<file path="src/rtl/owpd_pkg.sv">
// ----------------------------------------------------------------------------
// owpd_pkg: shared types and constants for the OOK pulse decoder
// Frame geometry, register indexes, result codes, the queue entry type
// and the pulse window check.
// ----------------------------------------------------------------------------
package owpd_pkg;

   // Frame geometry.
   localparam int FRAME_PULSES   = 88;
   localparam int CODE_BITS      = 44;
   localparam int LAST_GAP_INDEX = 85;
   localparam int COUNT_W        = 7;
   localparam logic [COUNT_W-1:0] COUNT_MAX = 7'd127;

   // Field widths.
   localparam int DUR_W     = 16;
   localparam int ID_W      = 8;
   localparam int TOL_W     = 7;
   localparam int STATUS_W  = 3;
   localparam int READING_W = 12;
   localparam int CSR_IDX_W = 3;
   localparam int CSR_DATA_W = 16;

   // Type codes and offsets.
   localparam logic [11:0] TYPE_TEMP = 12'h0a0;
   localparam logic [11:0] TYPE_HUM  = 12'h0ae;
   localparam logic [READING_W-1:0] TEMP_OFFSET = 12'd500;

   // Register reset values.
   localparam logic [ID_W-1:0]  SENSOR_ID_RST = 8'd0;
   localparam logic [TOL_W-1:0] TOL_RST       = 7'd25;
   localparam logic [DUR_W-1:0] ONE_MARK_RST  = 16'd550;
   localparam logic [DUR_W-1:0] ZERO_MARK_RST = 16'd1400;
   localparam logic [DUR_W-1:0] GAP_RST       = 16'd1000;

   // Depth of the queue between classifier and assembler.
   localparam int QUEUE_DEPTH = 2;

   // Register indexes.
   typedef enum logic [CSR_IDX_W-1:0] {
      CSR_SENSOR_ID = 3'd0,
      CSR_TOL_PCT   = 3'd1,
      CSR_ONE_MARK  = 3'd2,
      CSR_ZERO_MARK = 3'd3,
      CSR_GAP       = 3'd4
   } csr_index_type;

   // Result status codes.
   typedef enum logic [STATUS_W-1:0] {
      ST_TEMP      = 3'd0,
      ST_HUMIDITY  = 3'd1,
      ST_OTHER     = 3'd2,
      ST_BAD_LEN   = 3'd3,
      ST_BAD_TIME  = 3'd4,
      ST_BAD_CHECK = 3'd5,
      ST_BAD_ID    = 3'd6
   } status_type;

   // Timing configuration seen by the classifier.
   typedef struct packed {
      logic [TOL_W-1:0] tol_pct;
      logic [DUR_W-1:0] one_mark;
      logic [DUR_W-1:0] zero_mark;
      logic [DUR_W-1:0] gap;
   } timing_cfg_type;

   // One classified pulse, as it travels through the queue.
   typedef struct packed {
      logic shift_en;   // pulse is a bit slot: shift bit_val into the code
      logic bit_val;
      logic err;        // pulse violates its timing window or level
      logic len_ok;     // pulse is the one that brings the count to a full frame
      logic last;       // pulse closes the frame
   } pulse_class_type;

   // Window check without a divider: floor(x/100) <= d holds exactly when
   // x < 100*(d+1), and d <= floor(x/100) holds exactly when 100*d <= x.
   function automatic logic in_window(logic [DUR_W-1:0] dur,
                                      logic [DUR_W-1:0] nom,
                                      logic [TOL_W-1:0] tol);
      logic [23:0] hi_prod;
      logic [23:0] lo_prod;
      logic [23:0] dur_x100;
      logic        lo_ok;
      hi_prod  = 24'(8'(tol) + 8'd100) * 24'(nom);
      lo_prod  = 24'(7'd100 - tol) * 24'(nom);
      dur_x100 = 24'(dur) * 24'd100;
      lo_ok    = (tol >= 7'd100) || (lo_prod < (dur_x100 + 24'd100));
      return (dur_x100 <= hi_prod) && lo_ok;
   endfunction

endpackage

</file>
<file path="src/rtl/owpd_front.sv">
// ----------------------------------------------------------------------------
// owpd_front: pulse classifier
// Counts pulses in the frame and checks each against its timing window,
// producing one classified entry per accepted beat.
// ----------------------------------------------------------------------------
module owpd_front (
   input  logic                            clock,
   input  logic                            reset,
   input  owpd_pkg::timing_cfg_type        cfg,
   input  logic                            in_fire,
   input  logic                            is_mark,
   input  logic [owpd_pkg::DUR_W-1:0]      duration_us,
   input  logic                            frame_end,
   output owpd_pkg::pulse_class_type       entry
);
   import owpd_pkg::*;

   logic [COUNT_W-1:0] count_ff;
   logic [COUNT_W-1:0] count_in;
   logic               one_hit;
   logic               zero_hit;
   logic               gap_hit;
   logic               bit_slot;
   logic               gap_slot;

   // Windows for the three nominal widths.
   assign one_hit  = in_window(duration_us, cfg.one_mark, cfg.tol_pct);
   assign zero_hit = in_window(duration_us, cfg.zero_mark, cfg.tol_pct);
   assign gap_hit  = in_window(duration_us, cfg.gap, cfg.tol_pct);

   // Even positions carry bits, odd positions up to the last gap are spaces.
   assign bit_slot = (count_ff < COUNT_W'(FRAME_PULSES)) && !count_ff[0];
   assign gap_slot = (count_ff <= COUNT_W'(LAST_GAP_INDEX)) && count_ff[0];

   // Classified entry for the current beat.
   always_comb begin
      entry.shift_en = bit_slot;
      entry.bit_val  = is_mark && one_hit;
      entry.err      = (bit_slot && !(is_mark && (one_hit || zero_hit))) ||
                       (gap_slot && (is_mark || !gap_hit));
      entry.len_ok   = (count_ff == COUNT_W'(FRAME_PULSES - 1));
      entry.last     = frame_end;
   end

   // Saturating pulse counter, cleared at the end of each frame.
   always_comb begin
      count_in = count_ff;
      if (in_fire) begin
         if (frame_end) begin
            count_in = '0;
         end else if (count_ff != COUNT_MAX) begin
            count_in = count_ff + COUNT_W'(1);
         end
      end
   end

   always_ff @(posedge clock) begin
      if (reset) begin
         count_ff <= '0;
      end else begin
         count_ff <= count_in;
      end
   end

endmodule

</file>
<file path="src/rtl/owpd_queue.sv">
// ----------------------------------------------------------------------------
// owpd_queue: classified pulse queue
// A short FIFO that lets the classifier and the assembler stall on their own.
// ----------------------------------------------------------------------------
module owpd_queue #(
   parameter int DEPTH = owpd_pkg::QUEUE_DEPTH
) (
   input  logic                       clock,
   input  logic                       reset,
   input  logic                       push,
   input  owpd_pkg::pulse_class_type  push_entry,
   output logic                       full,
   input  logic                       pop,
   output logic                       head_valid,
   output owpd_pkg::pulse_class_type  head_entry
);
   import owpd_pkg::*;

   localparam int PTR_W = (DEPTH > 1) ? $clog2(DEPTH) : 1;
   localparam int CNT_W = $clog2(DEPTH + 1);

   pulse_class_type    slot_ff [DEPTH];
   logic [PTR_W-1:0]   wr_ptr_ff;
   logic [PTR_W-1:0]   wr_ptr_in;
   logic [PTR_W-1:0]   rd_ptr_ff;
   logic [PTR_W-1:0]   rd_ptr_in;
   logic [CNT_W-1:0]   count_ff;
   logic [CNT_W-1:0]   count_in;

   assign full       = (count_ff == CNT_W'(DEPTH));
   assign head_valid = (count_ff != '0);
   assign head_entry = slot_ff[rd_ptr_ff];

   // Pointer and fill count update with wrap at the depth.
   always_comb begin
      wr_ptr_in = wr_ptr_ff;
      rd_ptr_in = rd_ptr_ff;
      count_in  = count_ff;
      if (push) begin
         wr_ptr_in = (wr_ptr_ff == PTR_W'(DEPTH - 1)) ? '0 : wr_ptr_ff + PTR_W'(1);
      end
      if (pop) begin
         rd_ptr_in = (rd_ptr_ff == PTR_W'(DEPTH - 1)) ? '0 : rd_ptr_ff + PTR_W'(1);
      end
      if (push && !pop) begin
         count_in = count_ff + CNT_W'(1);
      end else if (pop && !push) begin
         count_in = count_ff - CNT_W'(1);
      end
   end

   always_ff @(posedge clock) begin
      if (reset) begin
         wr_ptr_ff <= '0;
         rd_ptr_ff <= '0;
         count_ff  <= '0;
      end else begin
         wr_ptr_ff <= wr_ptr_in;
         rd_ptr_ff <= rd_ptr_in;
         count_ff  <= count_in;
      end
   end

   // Entry storage.
   always_ff @(posedge clock) begin
      if (push) begin
         slot_ff[wr_ptr_ff] <= push_entry;
      end
   end

   // The fill count stays within the storage.
   a_count_bound: assert property (@(posedge clock) disable iff (reset)
      count_ff <= CNT_W'(DEPTH))
      else $error("queue fill count exceeds depth");

   // Entries are never taken from an empty queue.
   a_no_underflow: assert property (@(posedge clock) disable iff (reset)
      pop |-> head_valid)
      else $error("queue popped while empty");

   // A lone pop lowers the fill count by one.
   a_pop_count: assert property (@(posedge clock) disable iff (reset)
      (pop && !push) |=> (count_ff == $past(count_ff) - CNT_W'(1)))
      else $error("queue count did not follow a pop");

endmodule

</file>
<file path="src/rtl/owpd_back.sv">
// ----------------------------------------------------------------------------
// owpd_back: code assembler and result builder
// Shifts decoded bits into the code, gathers timing errors and, on the
// last pulse of a frame, checks and decodes the code into the result register.
// ----------------------------------------------------------------------------
module owpd_back (
   input  logic                                 clock,
   input  logic                                 reset,
   input  logic [owpd_pkg::ID_W-1:0]            sensor_id,
   input  logic                                 head_valid,
   input  owpd_pkg::pulse_class_type            head_entry,
   output logic                                 pop,
   output logic                                 rsp_valid,
   input  logic                                 rsp_stall,
   output logic [owpd_pkg::STATUS_W-1:0]        rsp_status,
   output logic signed [owpd_pkg::READING_W-1:0] rsp_reading_tenths,
   output logic [owpd_pkg::CODE_BITS-1:0]       rsp_raw_code
);
   import owpd_pkg::*;

   logic [CODE_BITS-1:0] code_ff;
   logic [CODE_BITS-1:0] code_in;
   logic                 terr_ff;
   logic                 terr_in;
   logic                 valid_ff;
   logic                 valid_in;
   logic                 load;
   logic [CODE_BITS-1:0] code_now;
   logic                 terr_now;
   status_type           status_in;
   logic [READING_W-1:0] reading_in;
   logic [CODE_BITS-1:0] raw_in;
   logic [3:0]           v1;
   logic [3:0]           v2;
   logic [3:0]           v3;
   logic [READING_W-1:0] value;
   logic [STATUS_W-1:0]  status_ff;
   logic [READING_W-1:0] reading_ff;
   logic [CODE_BITS-1:0] raw_ff;

   // A closing pulse waits until the result register is free.
   assign pop  = head_valid && (!head_entry.last || !valid_ff || !rsp_stall);
   assign load = pop && head_entry.last;

   // Code and error state including the pulse at the head.
   assign code_now = head_entry.shift_en ? {code_ff[CODE_BITS-2:0], head_entry.bit_val}
                                         : code_ff;
   assign terr_now = terr_ff || head_entry.err;

   always_comb begin
      code_in = code_ff;
      terr_in = terr_ff;
      if (pop) begin
         code_in = head_entry.last ? '0 : code_now;
         terr_in = head_entry.last ? 1'b0 : terr_now;
      end
   end

   // Digit fields and the reading value.
   assign v1    = code_now[15:12];
   assign v2    = code_now[19:16];
   assign v3    = code_now[23:20];
   assign value = READING_W'(v1) + READING_W'(v2) * READING_W'(10)
                + READING_W'(v3) * READING_W'(100);

   // Frame checks in priority order.
   always_comb begin
      status_in  = ST_OTHER;
      reading_in = '0;
      raw_in     = code_now;
      if (!head_entry.len_ok) begin
         status_in = ST_BAD_LEN;
         raw_in    = '0;
      end else if (terr_now) begin
         status_in = ST_BAD_TIME;
         raw_in    = '0;
      end else if ((v2 != code_now[7:4]) || (v3 != code_now[11:8])) begin
         status_in = ST_BAD_CHECK;
      end else if (code_now[32:25] != sensor_id) begin
         status_in = ST_BAD_ID;
      end else if (code_now[43:32] == TYPE_TEMP) begin
         status_in  = ST_TEMP;
         reading_in = value - TEMP_OFFSET;
      end else if (code_now[43:32] == TYPE_HUM) begin
         status_in  = ST_HUMIDITY;
         reading_in = value;
      end
   end

   // Result register valid flag.
   always_comb begin
      valid_in = valid_ff && rsp_stall;
      if (load) begin
         valid_in = 1'b1;
      end
   end

   always_ff @(posedge clock) begin
      if (reset) begin
         code_ff  <= '0;
         terr_ff  <= 1'b0;
         valid_ff <= 1'b0;
      end else begin
         code_ff  <= code_in;
         terr_ff  <= terr_in;
         valid_ff <= valid_in;
      end
   end

   // Result payload.
   always_ff @(posedge clock) begin
      if (load) begin
         status_ff  <= status_in;
         reading_ff <= reading_in;
         raw_ff     <= raw_in;
      end
   end

   assign rsp_valid          = valid_ff;
   assign rsp_status         = status_ff;
   assign rsp_reading_tenths = signed'(reading_ff);
   assign rsp_raw_code       = raw_ff;

endmodule

</file>
<file path="src/rtl/ook_weather_sensor_pulse_decoder.sv">
// Throughput: one pulse beat per cycle while the queue is not full; a frame has 88 pulses.
// The result beat is registered: the frame_end beat passes through the queue, then loads the result register.
// The classifier and the assembler meet in a small queue, so a stalled result
// holds back input only once that queue fills.
// Reset is synchronous: it clears the pulse count, code, queue and result valid,
// and returns the registers to their default values.
// ----------------------------------------------------------------------------
// ook_weather_sensor_pulse_decoder: OOK pulse-width weather sensor decoder
// Classifies received pulses, assembles the 44-bit code and reports
// the sensor reading or the reason a frame was rejected.
// ----------------------------------------------------------------------------
module ook_weather_sensor_pulse_decoder #(
   parameter int QUEUE_DEPTH = owpd_pkg::QUEUE_DEPTH
) (
   input  logic                                  clock,
   input  logic                                  reset,
   input  logic                                  csr_write_en,
   input  logic [owpd_pkg::CSR_IDX_W-1:0]        csr_index,
   input  logic [owpd_pkg::CSR_DATA_W-1:0]       csr_wdata,
   input  logic                                  req_valid,
   output logic                                  req_stall,
   input  logic                                  req_is_mark,
   input  logic [owpd_pkg::DUR_W-1:0]            req_duration_us,
   input  logic                                  req_frame_end,
   output logic                                  rsp_valid,
   input  logic                                  rsp_stall,
   output logic [owpd_pkg::STATUS_W-1:0]         rsp_status,
   output logic signed [owpd_pkg::READING_W-1:0] rsp_reading_tenths,
   output logic [owpd_pkg::CODE_BITS-1:0]        rsp_raw_code
);
   import owpd_pkg::*;

   logic [ID_W-1:0]  sensor_id_ff;
   timing_cfg_type   tcfg_ff;
   logic             q_full;
   logic             in_fire;
   logic             q_pop;
   logic             q_head_valid;
   pulse_class_type  q_push_entry;
   pulse_class_type  q_head_entry;

   // Configuration registers.
   always_ff @(posedge clock) begin
      if (reset) begin
         sensor_id_ff      <= SENSOR_ID_RST;
         tcfg_ff.tol_pct   <= TOL_RST;
         tcfg_ff.one_mark  <= ONE_MARK_RST;
         tcfg_ff.zero_mark <= ZERO_MARK_RST;
         tcfg_ff.gap       <= GAP_RST;
      end else if (csr_write_en) begin
         case (csr_index)
            CSR_SENSOR_ID: sensor_id_ff      <= csr_wdata[ID_W-1:0];
            CSR_TOL_PCT:   tcfg_ff.tol_pct   <= csr_wdata[TOL_W-1:0];
            CSR_ONE_MARK:  tcfg_ff.one_mark  <= csr_wdata[DUR_W-1:0];
            CSR_ZERO_MARK: tcfg_ff.zero_mark <= csr_wdata[DUR_W-1:0];
            CSR_GAP:       tcfg_ff.gap       <= csr_wdata[DUR_W-1:0];
            default: begin
            end
         endcase
      end
   end

   // Input handshake: stall only while the queue is full.
   assign req_stall = q_full;
   assign in_fire   = req_valid && !q_full;

   owpd_front u_front (
      .clock       (clock),
      .reset       (reset),
      .cfg         (tcfg_ff),
      .in_fire     (in_fire),
      .is_mark     (req_is_mark),
      .duration_us (req_duration_us),
      .frame_end   (req_frame_end),
      .entry       (q_push_entry)
   );

   owpd_queue #(
      .DEPTH (QUEUE_DEPTH)
   ) u_queue (
      .clock      (clock),
      .reset      (reset),
      .push       (in_fire),
      .push_entry (q_push_entry),
      .full       (q_full),
      .pop        (q_pop),
      .head_valid (q_head_valid),
      .head_entry (q_head_entry)
   );

   owpd_back u_back (
      .clock              (clock),
      .reset              (reset),
      .sensor_id          (sensor_id_ff),
      .head_valid         (q_head_valid),
      .head_entry         (q_head_entry),
      .pop                (q_pop),
      .rsp_valid          (rsp_valid),
      .rsp_stall          (rsp_stall),
      .rsp_status         (rsp_status),
      .rsp_reading_tenths (rsp_reading_tenths),
      .rsp_raw_code       (rsp_raw_code)
   );

endmodule
</file>
<file path="config.mk">
export PLATFORM = sky130hd
export DESIGN_NAME = ook_weather_sensor_pulse_decoder
export DESIGN_NICKNAME = d
export VERILOG_FILES = /design/src/rtl/owpd_pkg.sv /design/src/rtl/owpd_front.sv /design/src/rtl/owpd_queue.sv /design/src/rtl/owpd_back.sv /design/src/rtl/ook_weather_sensor_pulse_decoder.sv
export SDC_FILE = /design/constraint.sdc
export NUM_CORES = 2
export LEC_CHECK = 0
export BUFFER_PORTS_ARGS = -buffer_cell sky130_fd_sc_hd__buf_2
export CAP_MARGIN = 15
export CORE_ASPECT_RATIO = 0.7
export CORE_UTILIZATION = 55
export CTS_CLUSTER_DIAMETER = 100
export DETAILED_ROUTE_END_ITERATION = 16
export GPL_TIMING_DRIVEN = 0
export PLACE_DENSITY = 0.7
export SLEW_MARGIN = 20
export SYNTH_ARGS = -nofsm -noshare
export SYNTH_HDL_FRONTEND = slang
export SYNTH_SLANG_ARGS = --single-unit
</file>
<file path="constraint.sdc">
create_clock -name clock -period 9.89 [get_ports clock]
set_input_delay 1.978 -clock clock [delete_from_list [all_inputs] [get_ports clock]]
set_output_delay 1.978 -clock clock [all_outputs]
set_load 0.01 [all_outputs]
</file>
Word level (Yosys, flattened, before mapping)
Memory sizes are Yosys's and may differ from the RTL's. A register that Yosys moved wholly into a read port is not among the register bits.
Cells that the tools add are included.

word-level totals
  register bits after elaboration = 179
  bits in writable memories = 10
  input bits = 42
  output and inout bits = 61
  logic and storage cells = 125
  memories = 1

memories
  name             words  width  rd ports  clocked after memory_dff  write ports  line              text
  u_queue.slot_ff  2      5      1         1                         1            owpd_queue.sv:22  pulse_class_type slot_ff [DEPTH];

cells by class
  $add $sub $neg = 11
  multipliers = 9
  order comparisons = 9
  equal/unequal tests = 12
  muxes and demuxes = 21
  bitwise operators = 1
  reduce and logical (&&, ||, !) cells = 46

operator list
  kind                                                  count
  multiplier 24 x 16 -> 24 bit                          5
  2-to-1 mux 44 bit                                     2
  less-or-equal comparator 23 x 24 -> 1 bit             3
  less-than comparator 24 bit                           3
  adder 23 x 7 -> 24 bit, second input constant         1
  equality test 12 x 8 -> 1 bit, second input constant  2
  multiplier 8 x 16 -> 24 bit                           1
  2-to-1 mux 12 bit                                     2
  multiplier 16 x 5 -> 21 bit, second input constant    1
  logical AND 1 bit                                     15
  2-to-1 mux 7 bit                                      2
  adder 12 x 11 -> 12 bit                               1
  2-to-1 mux 3 bit                                      4
  AND reduction 2 bit                                   6
  subtractor 12 x 9 -> 12 bit, second input constant    1
  logical OR 1 bit                                      10
  adder 4 x 8 -> 9 bit                                  1
  logical NOT 1 bit                                     9
  multiplier 4 x 5 -> 9 bit, second input constant      1
  adder 7 x 7 -> 8 bit, second input constant           1
  2-to-1 mux 1 bit                                      8
  inequality test 4 bit                                 2
  inequality test 8 bit                                 1
  subtractor 7 x 7 -> 8 bit, first input constant       1
  other kinds (20)                                      26

Depth between registers and ports, before layout
  word-level depth = 10
  mapped depth = 40
  depth with buffers taken out = 37

Modules after synthesis
Synthesis repeated with hierarchy kept, for this count alone.

unflattened totals
  cell total of the unflattened synthesis = 4,580
  area, all modules = 41,157.0 µm²

modules (own cells, without submodules)
  module                            instances  cells each  area each (µm²)  seq. area each (µm²)
  owpd_front                        1          3,789       32,537.5         140.1
  owpd_back                         1          513         5,501.5          2,692.6
  ook_weather_sensor_pulse_decoder  1          241         2,551.2          1,261.2
  owpd_queue                        1          37          566.8            400.4

Least setup slack after synthesis
OpenSTA, ideal clock, no wires.

  kind = register to register
  from = register tcfg_ff[50] in the netlist's numbering
  to = memory u_queue.slot_ff[0][2] in the netlist's numbering (data pin)
  library setup time = 0.174 ns
  arrival = 8.474 ns
  data required time = 9.716 ns
  path slack = 1.242 ns
  cell stages (with the launch flop) = 37
  period minus slack after synthesis = 8.648 ns
  path through = dfxtp_1 clkbuf_1 clkbuf_1 inv_1 ha_1 a21oi_1 o21ai_0 xor2_1 clkbuf_1 and2_1 fa_1 inv_1 fa_1 fa_1 fa_1 inv_1 fa_1 inv_1 fa_1 inv_1 ha_1 a21o_1 a21oi_1 nor3b_1 a211oi_1 or3_1 o311a_1 o31a_1 nor2_1 a21oi_1 xnor2_1 ha_1 nand4_1 nor3_1 o31ai_1 a211o_1 o221ai_1

RTL lines
  what         line                                    text
  from (decl)  ook_weather_sensor_pulse_decoder.sv:34  timing_cfg_type tcfg_ff;
  to (decl)    owpd_queue.sv:22

==> flow_summary.toml <==
[grt]
grt-ovfl-total = 0
grt_first_pass_wirelength_microns = 199000
grt_usage = 0.341
antenna_found_initial = 17
grt_pass1_vias = 32828
grt_max_degree = 29

[clock_tree]
clk_pin_slew_worst_paths_ns = 0.08
cts_root_buf = "clkbuf_16"
cts_buffers = 17
h-tree-depth = 4
clock-sinks = 190
clock_latency_ns = 0.45
clock_path_buffers = 2
cts_tree = "built"
cts-hold-fix-buffers = 0

[sta]
fin_crit_ns = 9.70
setup_viol = 0
slew_viol_final = 0
hold_violations = 0
skew_ns = 0.0135
finalSetupTns_ns = 0
max_freq_mhz = 103
finalCritPeriodShare = 0.980
timing.slew.headroom = 0.108
tightestPinTransition_ns = 1.33

[yosys]
netlist-cell-type-count = 84
ys_warn_count = 0
synth-compound-area-share = 0.0803
synth_adder_area_share = 0.489
seq_area_frac_synth = 0.106
synth_top_cell_by_area = "fa_1"
synth.area.mux_share = 0.00823
synth_flop_cell = "dfxtp_1"
netlist_top_cells_count = "inv_1 (912), fa_1 (706), nand2_1 (553), ha_1 (512), and2_1 (364)"
yosys-top-cells-area = "fa_1 (33%), ha_1 (15%), inv_1 (8.1%), dfxtp_1 (5.7%), and2_1 (5.4%)"
async_reset_ff_frac = 0
yosysMostFrequentCell = "inv_1"
synth_seq_cells = 190
avgSynthCellArea_sq_um = 8.88
synth-xor-area-share = 0.0520
netlist_area_sq_um = 42200
synth-edff-count = 69
synth_top_family_by_area = "adder cells"
synth_fp_nets = 6015
syn_inst = 4755
yosysTopAreaCellShare = 0.335
synthSimpleGateAreaFrac = 0.166

[pwr]
p_leak_nw = 22.9
p_int_w = 0.00388
p_sw_w = 0.00469
p_per_area_nw_per_um2 = 190
clkPwrFrac = 0.080
combPwrFrac = 0.807
switching_share = 0.547
p_seq_frac = 0.113
peakVddDrop_uv = 185
finalPower_w = 0.00857

[routing]
post-route-drc-count = 0
drt_iter0_drc = 3088
drt_pass1_iterations = 6
routedWlPerCell_microns = 22.0
ant_nets = 0
dr_total_vias = 33669
viasPerCell = 5.70
routed_wl_microns = 130000

[cells_and_area]
stdcell_count = 5909
nets = 6147
drive_above_1_share = 0.0502
syn2layout_area_growth_pct = 6.70
final_area_sq_um = 45100

[floorplan]
die_h_microns = 234
fp.coreArea_sq_um = 75600
fp-row-count = 84
dieArea_sq_um = 77900
ios = 103
die_x_microns = 333
start_util = 0.559

[setup_path]
crit_fanout = 10
worstSetupStartpointType = "register"
critPathSlowestCell = "fa_1"
cp-end-kind = "register"
reg2regPathDepth = 35
arrival_ns = 9.92
critical_path_class = "reg -> reg"
crit_required_ns = 10.11
slowest_delay_ns = 0.57
crit_top_cell = "fa_1"

[job]
maxCapViolCount = 0

[placed_design]
dp_hpwl_microns = 108000
dpl_cell_area_sq_um = 44100
place.gp.congestion = 1.01
dp.cells = 5848
port_buffers = 101

[min_path]
min_path_type = "reg -> reg"
holdPathStages = 2

[status]
run_status = "completed"
power by group through the flow:
stage               logic (W)  registers [W]  clock network (W)
floorplan             0.00452        0.00101                  0
global placement      0.00639       0.000992                  0
detailed placement    0.00656       0.000981                  0
CTS                   0.00664       0.000964           0.000685
global route          0.00764       0.000972           0.000716
finish                0.00691       0.000965           0.000686
routing by layer:
layer	up-vias	global-route usage	wire (microns)
li1	15161	-	-
met1	16519	0.492	56400
met2	1767	0.464	51100
met3	208	0.147	19400
met4	14	0.0844	3240
met5	-	0	101
cell families after synthesis:
group | count (synthesis)
fa+ha+maj | 1230
xor+xnor | 251
mux | 33
simple gates | 1426
flops | 190
buf+inv | 1092
compound gates | 533
per-stage QoR:
| step | worst slack [ns] | utilization | hold WS [ns] |
|---|---|---|---|
| after floorplan | 1.24 | - | 0.448 |
| after global placement | -2.45 | 0.582 | 0.456 |
| after global routing | -0.0420 | 0.596 | 0.495 |
| after detailed placement | -2.53 | 0.584 | 0.462 |
| final | 0.195 | 0.596 | 0.468 |
| after CTS | 0.0447 | 0.594 | 0.471 |
sequential cells by signal, summed over array words and instances (netlist names), named ones only:
| signal | cells |
|---|---|
| tcfg_ff | 55 |
| u_back.code_ff | 44 |
| u_back.rsp_raw_code | 44 |
| u_back.rsp_reading_tenths | 12 |
| u_queue.slot_ff | 10 |
| sensor_id_ff | 8 |
| u_front.count_ff | 7 |
| u_back.rsp_status | 3 |
| u_queue.count_ff | 2 |
| u_back.rsp_valid | 1 |
| u_back.terr_ff | 1 |
| u_queue.rd_ptr_ff | 1 |
| u_queue.wr_ptr_ff | 1 |
path summary, 6_finish.rpt:
kind,slack [ns],from,endpoint
worst max-delay path,0.19,tcfg_ff[48],u_queue.slot_ff[0][2]
worst max register to register,0.19,tcfg_ff[48],u_queue.slot_ff[0][2]
worst min-delay path,0.47,sensor_id_ff[5],sensor_id_ff[5]
worst min register to register,0.47,sensor_id_ff[5],sensor_id_ff[5]
layout by cell type (no fill, tap or decap), types with 72 or more instances in the layout:
master	n
and2_1	364
clkbuf_1	138
a21oi_1	217
xnor2_1	151
nor2b_1	72
buf_2	105
ha_1	512
nand2_1	553
inv_1	910
xor2_1	87
nor2_1	203
dfxtp_1	119
fa_1	706
cell type report:
type	instances	area, sq um
inverters	913	3440
clock inverters	14	148
plain buffers	179	801
diodes	20	50.0
clock buffers	18	429
repair buffers	113	648
fillers	6576	30500
flip-flops and latches	190	4500
multi-input cells	3473	33800
well taps	989	1240
critical path, delay by kind of cell, from the launching register on:
family / cells / cell delay [ns]
fa+ha+maj: 9 / 3.89
compound gates: 11 / 2.28
simple gates: 6 / 1.33
buf+inv: 7 / 0.95
xor+xnor: 2 / 0.54
flops: 1 / 0.48
what timing repair did:
action	CTS	global route
pin swaps	1	5
setup buffers	1	6
gates resized for setup	50	39
setup endpoints to repair	4	4
cloned	0	1
Power figures use the tool's default switching activity.
